`src/hdl/lrs_pkg.sv`:
```
// Shared constants for the LED row-scan triple-buffer controller.
// Command codes, sequencer state codes, driver mode codes, config register indices, reset values and geometry.
// No dependencies.
package lrs_pkg;

  localparam int NUM_ROWS = 16;
  localparam int NUM_COLS = 16;
  localparam int ROW_W    = $clog2(NUM_ROWS);
  localparam int HALF     = NUM_ROWS / 2;
  localparam int ADDR_W   = 16;
  localparam int CNT_W    = 20;

  localparam logic [3:0] CMD_TICK      = 4'd0;
  localparam logic [3:0] CMD_LATCH     = 4'd1;
  localparam logic [3:0] CMD_ROW_UPD   = 4'd2;
  localparam logic [3:0] CMD_DMA_DONE  = 4'd3;
  localparam logic [3:0] CMD_DMA_ABORT = 4'd4;
  localparam logic [3:0] CMD_DMA_RESET = 4'd5;
  localparam logic [3:0] CMD_SWAP_REQ  = 4'd6;
  localparam logic [3:0] CMD_DETECT    = 4'd7;
  localparam logic [3:0] CMD_PIXEL     = 4'd8;

  localparam logic [3:0] ST_ENABLE      = 4'd0;
  localparam logic [3:0] ST_ENABLE_WAIT = 4'd1;
  localparam logic [3:0] ST_IDLE        = 4'd2;
  localparam logic [3:0] ST_DETECT      = 4'd3;
  localparam logic [3:0] ST_DETECT_MODE = 4'd4;
  localparam logic [3:0] ST_DETECT_WAIT = 4'd5;
  localparam logic [3:0] ST_ADVANCE     = 4'd6;
  localparam logic [3:0] ST_SETTLE      = 4'd7;
  localparam logic [3:0] ST_ERROR       = 4'd8;

  localparam logic [1:0] MODE_NONE    = 2'd0;
  localparam logic [1:0] MODE_ENABLED = 2'd1;
  localparam logic [1:0] MODE_DETECT  = 2'd2;

  localparam logic [1:0] REG_INTERLACED = 2'd0;
  localparam logic [1:0] REG_AUTO_SWAP  = 2'd1;
  localparam logic [1:0] REG_SETTLE     = 2'd2;
  localparam logic [1:0] REG_ERROR      = 2'd3;

  localparam logic [15:0] SETTLE_RESET = 16'd10;
  localparam logic [19:0] ERROR_RESET  = 20'd1000000;

endpackage

```
`src/hdl/led_row_scan_triple_buffer_ctrl.sv`:
```
// An accepted request's result is in the output register in the cycle after acceptance.
// Throughput: one request per cycle while the output is not stalled; the output register is refilled as it is taken.
// All state updates for a request are combinational logic feeding the state registers.
// Reset (rst, synchronous): sequencer asks for enabled mode first, rows cleared,
// buffers draw 0 / sync 1 / receive 2, registers 0, 0, 10, 1000000.
module led_row_scan_triple_buffer_ctrl (
  input  logic        clk,
  input  logic        rst,
  input  logic        in_valid,
  output logic        in_stall,
  input  logic [3:0]  command,
  input  logic [7:0]  pixel_x,
  input  logic [7:0]  pixel_y,
  input  logic [1:0]  driver_mode,
  input  logic        open_fault,
  output logic        out_valid,
  input  logic        out_stall,
  output logic [1:0]  mode_request,
  output logic        row_on,
  output logic [3:0]  active_row,
  output logic [1:0]  buffer_select,
  output logic [7:0]  element_address,
  output logic        accepted,
  output logic        busy_res,
  output logic        dma_fault,
  input  logic        cfg_we,
  input  logic [1:0]  cfg_index,
  input  logic [19:0] cfg_data
);

  logic                        interlaced;
  logic                        auto_swap;
  logic [15:0]                 settle_ticks;
  logic [19:0]                 error_ticks;

  logic [3:0]                  seq_state, seq_state_next;
  logic [lrs_pkg::CNT_W-1:0]   countdown, countdown_next;
  logic [lrs_pkg::ROW_W-1:0]   row_index, row_index_next;
  logic [lrs_pkg::ROW_W-1:0]   next_row, next_row_next;
  logic                        row_driven, row_driven_next;
  logic [1:0]                  draw_buf, draw_buf_next;
  logic [1:0]                  sync_buf, sync_buf_next;
  logic [1:0]                  recv_buf, recv_buf_next;
  logic                        swap_pending, swap_pending_next;
  logic                        dma_failed, dma_failed_next;

  logic                        in_fire;
  logic [1:0]                  req;
  logic [lrs_pkg::ADDR_W-1:0]  addr;
  logic                        acc;
  logic                        use_recv;
  logic                        at_last_row;
  logic [3:0]                  last_done_state;
  logic [lrs_pkg::ROW_W-1:0]   step_after;
  logic [lrs_pkg::ROW_W-1:0]   scan_pos;
  logic [lrs_pkg::ROW_W:0]     phys_row;
  logic [7:0]                  px_c, py_c;

  assign in_stall = out_valid & out_stall;
  assign in_fire  = in_valid & ~in_stall;

  assign at_last_row     = row_index >= lrs_pkg::ROW_W'(lrs_pkg::NUM_ROWS - 1);
  assign last_done_state = at_last_row ? lrs_pkg::ST_ENABLE : lrs_pkg::ST_ADVANCE;
  assign step_after      = (next_row >= lrs_pkg::ROW_W'(lrs_pkg::NUM_ROWS - 1)) ?
                           '0 : next_row + 1'b1;
  assign scan_pos        = row_driven ? next_row : '0;
  assign phys_row        = (scan_pos < lrs_pkg::ROW_W'(lrs_pkg::HALF)) ?
                           {scan_pos, 1'b1} :
                           {scan_pos - lrs_pkg::ROW_W'(lrs_pkg::HALF), 1'b0};
  assign px_c = (pixel_x >= 8'(lrs_pkg::NUM_COLS)) ? 8'(lrs_pkg::NUM_COLS - 1) : pixel_x;
  assign py_c = (pixel_y >= 8'(lrs_pkg::NUM_ROWS)) ? 8'(lrs_pkg::NUM_ROWS - 1) : pixel_y;

  always_comb begin
    seq_state_next    = seq_state;
    countdown_next    = countdown;
    row_index_next    = row_index;
    next_row_next     = next_row;
    row_driven_next   = row_driven;
    draw_buf_next     = draw_buf;
    sync_buf_next     = sync_buf;
    recv_buf_next     = recv_buf;
    swap_pending_next = swap_pending;
    dma_failed_next   = dma_failed;
    req               = lrs_pkg::MODE_NONE;
    addr              = '0;
    acc               = 1'b0;
    use_recv          = 1'b0;
    case (command)
      lrs_pkg::CMD_TICK: begin
        case (seq_state)
          lrs_pkg::ST_ENABLE_WAIT: begin
            if (driver_mode == lrs_pkg::MODE_ENABLED) begin
              row_driven_next = 1'b0;
              row_index_next  = '0;
              next_row_next   = '0;
              seq_state_next  = lrs_pkg::ST_IDLE;
            end
          end
          lrs_pkg::ST_IDLE: begin
            seq_state_next = lrs_pkg::ST_IDLE;
          end
          lrs_pkg::ST_DETECT, lrs_pkg::ST_DETECT_MODE: begin
            req            = lrs_pkg::MODE_DETECT;
            seq_state_next = lrs_pkg::ST_DETECT_WAIT;
          end
          lrs_pkg::ST_DETECT_WAIT: begin
            if (driver_mode == lrs_pkg::MODE_DETECT) begin
              row_driven_next = 1'b0;
              row_index_next  = '0;
              next_row_next   = '0;
              seq_state_next  = lrs_pkg::ST_ADVANCE;
            end
          end
          lrs_pkg::ST_ADVANCE: begin
            row_driven_next = 1'b1;
            row_index_next  = next_row;
            next_row_next   = step_after;
            countdown_next  = lrs_pkg::CNT_W'(settle_ticks);
            seq_state_next  = lrs_pkg::ST_SETTLE;
          end
          lrs_pkg::ST_SETTLE: begin
            if (countdown != '0) begin
              countdown_next = countdown - 1'b1;
            end else if (open_fault) begin
              countdown_next = error_ticks;
              seq_state_next = lrs_pkg::ST_ERROR;
            end else begin
              seq_state_next = last_done_state;
            end
          end
          lrs_pkg::ST_ERROR: begin
            if (countdown != '0) begin
              countdown_next = countdown - 1'b1;
            end else begin
              seq_state_next = last_done_state;
            end
          end
          default: begin
            req            = lrs_pkg::MODE_ENABLED;
            seq_state_next = lrs_pkg::ST_ENABLE_WAIT;
          end
        endcase
      end
      lrs_pkg::CMD_LATCH: begin
        if (at_last_row && swap_pending) begin
          draw_buf_next     = sync_buf;
          sync_buf_next     = draw_buf;
          swap_pending_next = 1'b0;
        end
        row_driven_next = 1'b1;
        row_index_next  = next_row;
        next_row_next   = step_after;
      end
      lrs_pkg::CMD_ROW_UPD: begin
        if (interlaced) begin
          addr = lrs_pkg::ADDR_W'(phys_row) * lrs_pkg::ADDR_W'(lrs_pkg::NUM_COLS);
        end else begin
          addr = lrs_pkg::ADDR_W'(scan_pos) * lrs_pkg::ADDR_W'(lrs_pkg::NUM_COLS);
        end
      end
      lrs_pkg::CMD_DMA_DONE: begin
        if (!dma_failed) begin
          sync_buf_next = recv_buf;
          recv_buf_next = sync_buf;
          if (auto_swap) begin
            swap_pending_next = 1'b1;
          end
        end
        use_recv = 1'b1;
      end
      lrs_pkg::CMD_DMA_ABORT: begin
        dma_failed_next = 1'b1;
        use_recv        = 1'b1;
      end
      lrs_pkg::CMD_DMA_RESET: begin
        dma_failed_next = 1'b0;
        use_recv        = 1'b1;
      end
      lrs_pkg::CMD_SWAP_REQ: begin
        if (!swap_pending) begin
          swap_pending_next = 1'b1;
          acc               = 1'b1;
        end
      end
      lrs_pkg::CMD_DETECT: begin
        if (seq_state == lrs_pkg::ST_IDLE) begin
          seq_state_next = lrs_pkg::ST_DETECT;
          acc            = 1'b1;
        end
      end
      lrs_pkg::CMD_PIXEL: begin
        addr = lrs_pkg::ADDR_W'(px_c) +
               lrs_pkg::ADDR_W'(py_c) * lrs_pkg::ADDR_W'(lrs_pkg::NUM_COLS);
      end
      default: begin
        use_recv = 1'b0;
      end
    endcase
  end

  always_ff @(posedge clk) begin
    if (rst) begin
      interlaced   <= 1'b0;
      auto_swap    <= 1'b0;
      settle_ticks <= lrs_pkg::SETTLE_RESET;
      error_ticks  <= lrs_pkg::ERROR_RESET;
    end else if (cfg_we) begin
      case (cfg_index)
        lrs_pkg::REG_INTERLACED: interlaced   <= cfg_data[0];
        lrs_pkg::REG_AUTO_SWAP:  auto_swap    <= cfg_data[0];
        lrs_pkg::REG_SETTLE:     settle_ticks <= cfg_data[15:0];
        lrs_pkg::REG_ERROR:      error_ticks  <= cfg_data;
        default:                 interlaced   <= interlaced;
      endcase
    end
  end

  always_ff @(posedge clk) begin
    if (rst) begin
      seq_state    <= lrs_pkg::ST_ENABLE;
      countdown    <= '0;
      row_index    <= '0;
      next_row     <= '0;
      row_driven   <= 1'b0;
      draw_buf     <= 2'd0;
      sync_buf     <= 2'd1;
      recv_buf     <= 2'd2;
      swap_pending <= 1'b0;
      dma_failed   <= 1'b0;
    end else if (in_fire) begin
      seq_state    <= seq_state_next;
      countdown    <= countdown_next;
      row_index    <= row_index_next;
      next_row     <= next_row_next;
      row_driven   <= row_driven_next;
      draw_buf     <= draw_buf_next;
      sync_buf     <= sync_buf_next;
      recv_buf     <= recv_buf_next;
      swap_pending <= swap_pending_next;
      dma_failed   <= dma_failed_next;
    end
  end

  always_ff @(posedge clk) begin
    if (rst) begin
      out_valid <= 1'b0;
    end else if (in_fire) begin
      out_valid <= 1'b1;
    end else if (!out_stall) begin
      out_valid <= 1'b0;
    end
  end

  always_ff @(posedge clk) begin
    if (in_fire) begin
      mode_request    <= req;
      row_on          <= row_driven_next;
      active_row      <= 4'(row_index_next);
      buffer_select   <= use_recv ? recv_buf_next : draw_buf_next;
      element_address <= addr[7:0];
      accepted        <= acc;
      busy_res        <= seq_state_next != lrs_pkg::ST_IDLE;
      dma_fault       <= dma_failed_next;
    end
  end

  a_bufs_distinct: assert property (@(posedge clk) disable iff (rst)
    draw_buf != sync_buf && sync_buf != recv_buf && draw_buf != recv_buf)
    else $error("frame buffer roles collide");

  a_row_in_range: assert property (@(posedge clk) disable iff (rst)
    row_index <= lrs_pkg::ROW_W'(lrs_pkg::NUM_ROWS - 1) &&
    next_row <= lrs_pkg::ROW_W'(lrs_pkg::NUM_ROWS - 1))
    else $error("row position out of range");

  a_countdown_in_wait: assert property (@(posedge clk) disable iff (rst)
    countdown != '0 |-> seq_state == lrs_pkg::ST_SETTLE || seq_state == lrs_pkg::ST_ERROR)
    else $error("countdown running outside a wait");

  a_hold_when_stalled: assert property (@(posedge clk) disable iff (rst)
    in_stall |=> $stable(seq_state) && $stable(row_index) && $stable(draw_buf))
    else $error("state changed while stalled");

endmodule
```
`config.mk`:
```
export PLATFORM = sky130hd
export DESIGN_NAME = led_row_scan_triple_buffer_ctrl
export DESIGN_NICKNAME = d
export VERILOG_FILES = /design/src/hdl/lrs_pkg.sv /design/src/hdl/led_row_scan_triple_buffer_ctrl.sv
export SDC_FILE = /design/constraint.sdc
export NUM_CORES = 1
export LEC_CHECK = 0
export ABC_AREA = 1
export CAP_MARGIN = 20
export CORE_AREA = 2 2 128 130
export DETAILED_ROUTE_END_ITERATION = 10
export DIE_AREA = 0 0 130 132
export DONT_BUFFER_PORTS = 1
export SLEW_MARGIN = 20
export SYNTH_ARGS = -nofsm -noshare
export SYNTH_HDL_FRONTEND = slang
export SYNTH_SLANG_ARGS = --single-unit
```
`constraint.sdc`:
```
create_clock -name clk -period 2.6 [get_ports clk]
set_input_delay 0.39 -clock clk [delete_from_list [all_inputs] [get_ports clk]]
set_output_delay 0.39 -clock clk [all_outputs]
set_load 0.01 [all_outputs]
```
==> flow_metrics.tcl <==
set metrics [dict create \
    hold_removal_path_class "in -> reg" \
    post-route-drc-count 0 \
    layout_worst_path_cycle_share 0.7922 \
    share_of_synthesized_flip_flops_with_an_asynchronous_set_or_reset 0 \
    max_cap_violations 0 \
    clock_insertion_delay_at_the_later_pin_of_the_skew_report_ns 0.36 \
    setup-violations-final 0 \
    critical_path_cell_count 11 \
    power.share.combinational 0.066 \
    place_congestion 0.8915 \
    yosys_warnings 0 \
    detail_route.first_pass.iterations 4 \
    worst_setup_path_end_kind "flop" \
    arrival_ns 2.16 \
    placement_rows 46 \
    fin_crit_ns 2.060 \
    setup-tns-final_ns 0 \
    layout.cells.most_common_list "sky130_fd_sc_hd__nand2_1 (166), sky130_fd_sc_hd__nor2_1 (112), sky130_fd_sc_hd__inv_1 (82)" \
    critical_path.top_delay_family "simple AND/OR/NAND/NOR gates" \
    post_synth_main_area_contributors "sky130_fd_sc_hd__dfxtp_1 (29%), sky130_fd_sc_hd__nand2_1 (11%), sky130_fd_sc_hd__edfxtp_1 (11%)" \
    start_util 0.3458 \
    p_leak_nw 2.627 \
    timing.clock.skew_ns 0.01494 \
    drtIter0Drc 350 \
    antenna_found_initial 0 \
    worst_setup_path_start_kind "flop" \
    port_buffers 0 \
    cts_root_buf "sky130_fd_sc_hd__clkbuf_16" \
    grt_start_max_net_pins 46 \
    timing_max_transition_violations_final 0 \
    crit_type "reg -> reg" \
    postRouteAntennaNets 0 \
    detail_route.vias_per_cell 4.831 \
    routed_wirelength_um 13570 \
    cpPeakStageDelay_ns 0.34 \
    synthFlopType "sky130_fd_sc_hd__dfxtp_1" \
    post_synth_num_cell_types 44 \
    die_area_mm2 0.01716 \
    wire_length_of_the_first_global_routing_pass_um 21910 \
    outcome "complete, no violations" \
    cts_inserted_buffers 9 \
    max_freq_ghz 0.4855 \
    synth.ff_latch_count 100 \
    cts_setup_buffers 0 \
    cts-root-to-sink-buffers 2 \
    leading_cell_type_in_the_layout_fill_and_taps_excluded "sky130_fd_sc_hd__nand2_1" \
    finalNetCount 828 \
    cell_internal_power_dissipation_mw 2.504 \
    power.density_mw_per_mm2 556.9 \
    netlist_instances 772 \
    synth.top_cell.area_share 0.2947 \
    routedWlPerCell_um 13.66 \
    largest_fanout_on_the_critical_path 14 \
    worst_pin_slew_ns 0.7438 \
    synthesis.area_mm2 0.005434 \
    synth-seq-area-share 0.4052 \
    clock-sinks 100 \
    ctsResizeCount 0 \
    share_seq_of_total_power 0.507 \
    number_of_enable_flip_flop_cells_after_synthesis 20 \
    worstHoldPathCells 1 \
    r2r.worst_path.cells 11 \
    path_buf_inv 1 \
    synth.largest_area_cell "sky130_fd_sc_hd__dfxtp_1" \
    h-tree-depth 3 \
    clkSlewWorstSetupHoldPaths_ns 0.08 \
    chipHeight_um 132 \
    sw_frac_of_total 0.2486 \
    unrepaired_setup_endpoints_after_global_routing "false" \
    ir_drop_mv 0.3600 \
    die_w_um 130 \
    crit_path_top_delay_cell "sky130_fd_sc_hd__dfxtp_1" \
    cts_hold_bufs 0 \
    hold_viol_final 0 \
    maxSlewHeadroom 0.5036 \
    vias_post_dr 4797 \
    post_route_cells_drive_above_1_share 0.09395 \
    tritoncts "built" \
    regToRegStartpoint "countdown[0]" \
    crit_top_cell "sky130_fd_sc_hd__nor2_1" \
    timing.critical_path.required_ns 2.70 \
    areaGrowthSynthToFinish_pct 10.13 \
    critical_path.cell_chain "inv_1 -> ha_1 -> nand2_2 -> nor2_4 -> nand3_4 -> nand2_2 -> nand2_1 -> nor2_1 -> nor2_1 -> nor2_1 -> nand3_1" \
    globalRoute.totalOverflow 0 \
    hp-start "rst" \
    fin_total_pwr_mw 3.333 \
    p_sw_mw 0.8285 \
    grtUsageTotal 0.1617 \
    syn_avg_cell_area_um2 7.039 \
    clkPwrFrac 0.427 \
    antennaDiodeCount 0 \
    finalHoldWorstSlack_ns 0.1077 \
    first_global_vias 4309 \
    io-pin-count 72 \
    placeableCoreArea_mm2 0.01571 \
    detailedPlacementHpwl_um 10020 \
    startpoint "countdown[0]" \
]
## state kept, by name, indices dropped and copies added (netlist names), 2 cells and up
register         flops
countdown           20
row_index            4
next_row             4
element_address      8
mode_request         2
buffer_select        2
active_row           4
error_ticks         20
sync_buf             2
draw_buf             2
recv_buf             2
settle_ticks        16
seq_state            4
## cell type report
class / instances / area [um2]
Clock inverter: 5 / 47.55
Sequential cell: 100 / 2202
Multi-Input combinational cell: 562 / 2788
Fill cell: 1652 / 9728
Inverter: 91 / 341.6
Clock buffer: 11 / 275.3
Tap cell: 216 / 270.3
Timing Repair Buffer: 8 / 60.06
## worst paths after layout
| check | endpoint | slack (ns) |
|---|---|---|
| max | busy_res | 0.54 |
| min | swap_pending | 0.11 |
| max reg2reg | busy_res | 0.54 |
| min reg2reg | error_ticks[3] | 0.46 |
## stage by stage
step	util	instances	area (um2)	setup slack, ns
after global placement	0.3603	977	5662	0.6431
after global routing	0.3809	993	5984	0.3276
after floorplan	-	775	5445	0.6065
after detailed placement	0.3603	977	5662	0.5697
final	0.3809	993	5984	0.5402
after CTS	0.3809	993	5984	0.5452
## power by group through the flow
stage / registers, mW / clock network (mW) / logic, mW
2_1_floorplan: 1.71 / 0 / 0.176
6_report: 1.69 / 1.42 / 0.219
3_3_place_gp: 1.73 / 0 / 0.217
5_1_grt: 1.70 / 1.53 / 0.255
4_1_cts: 1.69 / 1.46 / 0.219
3_5_place_dp: 1.73 / 0 / 0.218
## cell usage after synthesis (2+ instances only)
cell type and count:
sky130_fd_sc_hd__o21ai_2 5, sky130_fd_sc_hd__o21ai_1 6, sky130_fd_sc_hd__nand3_4 2, sky130_fd_sc_hd__or2_2 5
sky130_fd_sc_hd__nand4_1 7, sky130_fd_sc_hd__xor2_1 5, sky130_fd_sc_hd__nand2_1 166, sky130_fd_sc_hd__dfxtp_1 80
sky130_fd_sc_hd__nor4_1 3, sky130_fd_sc_hd__buf_6 4, sky130_fd_sc_hd__a21oi_1 58, sky130_fd_sc_hd__o21bai_1 2
sky130_fd_sc_hd__nand3b_1 2, sky130_fd_sc_hd__nor2_1 112, sky130_fd_sc_hd__edfxtp_1 20, sky130_fd_sc_hd__nand3_2 3
sky130_fd_sc_hd__o22ai_1 3, sky130_fd_sc_hd__nor2_2 7, sky130_fd_sc_hd__o211ai_1 8, sky130_fd_sc_hd__ha_1 5
sky130_fd_sc_hd__o21ai_0 78, sky130_fd_sc_hd__nand2_2 8, sky130_fd_sc_hd__xnor2_1 8, sky130_fd_sc_hd__o31ai_1 3
sky130_fd_sc_hd__nand3_1 33, sky130_fd_sc_hd__nor2_4 9, sky130_fd_sc_hd__inv_2 8, sky130_fd_sc_hd__clkbuf_1 16
sky130_fd_sc_hd__inv_1 82, sky130_fd_sc_hd__nor3_1 8, sky130_fd_sc_hd__a31oi_1 3
## layer usage
| layer | track usage | vias up | wire length, um |
|---|---|---|---|
| li1 | - | 2524 | - |
| met1 | 0.2259 | 2146 | 6769 |
| met2 | 0.2475 | 115 | 6023 |
| met3 | 0.04018 | 12 | 632 |
| met4 | 0.04480 | 0 | 144 |
| met5 | 0 | - | 0 |
## cell families (layout without fill, tap and decap cells)
group	Yosys count	count (layout)	synth area share
xor gates and xnor gates	13	13	0.02095
AOI/OAI and AO/OA	171	171	0.1718
DFF	100	100	0.4053
and+or+nand+nor	368	368	0.3023
buffers and inverters	113	115	0.08381
other	1	4	0.0006901
adders and majority gates	6	6	0.01520
(Power assumes the default switching activity.)
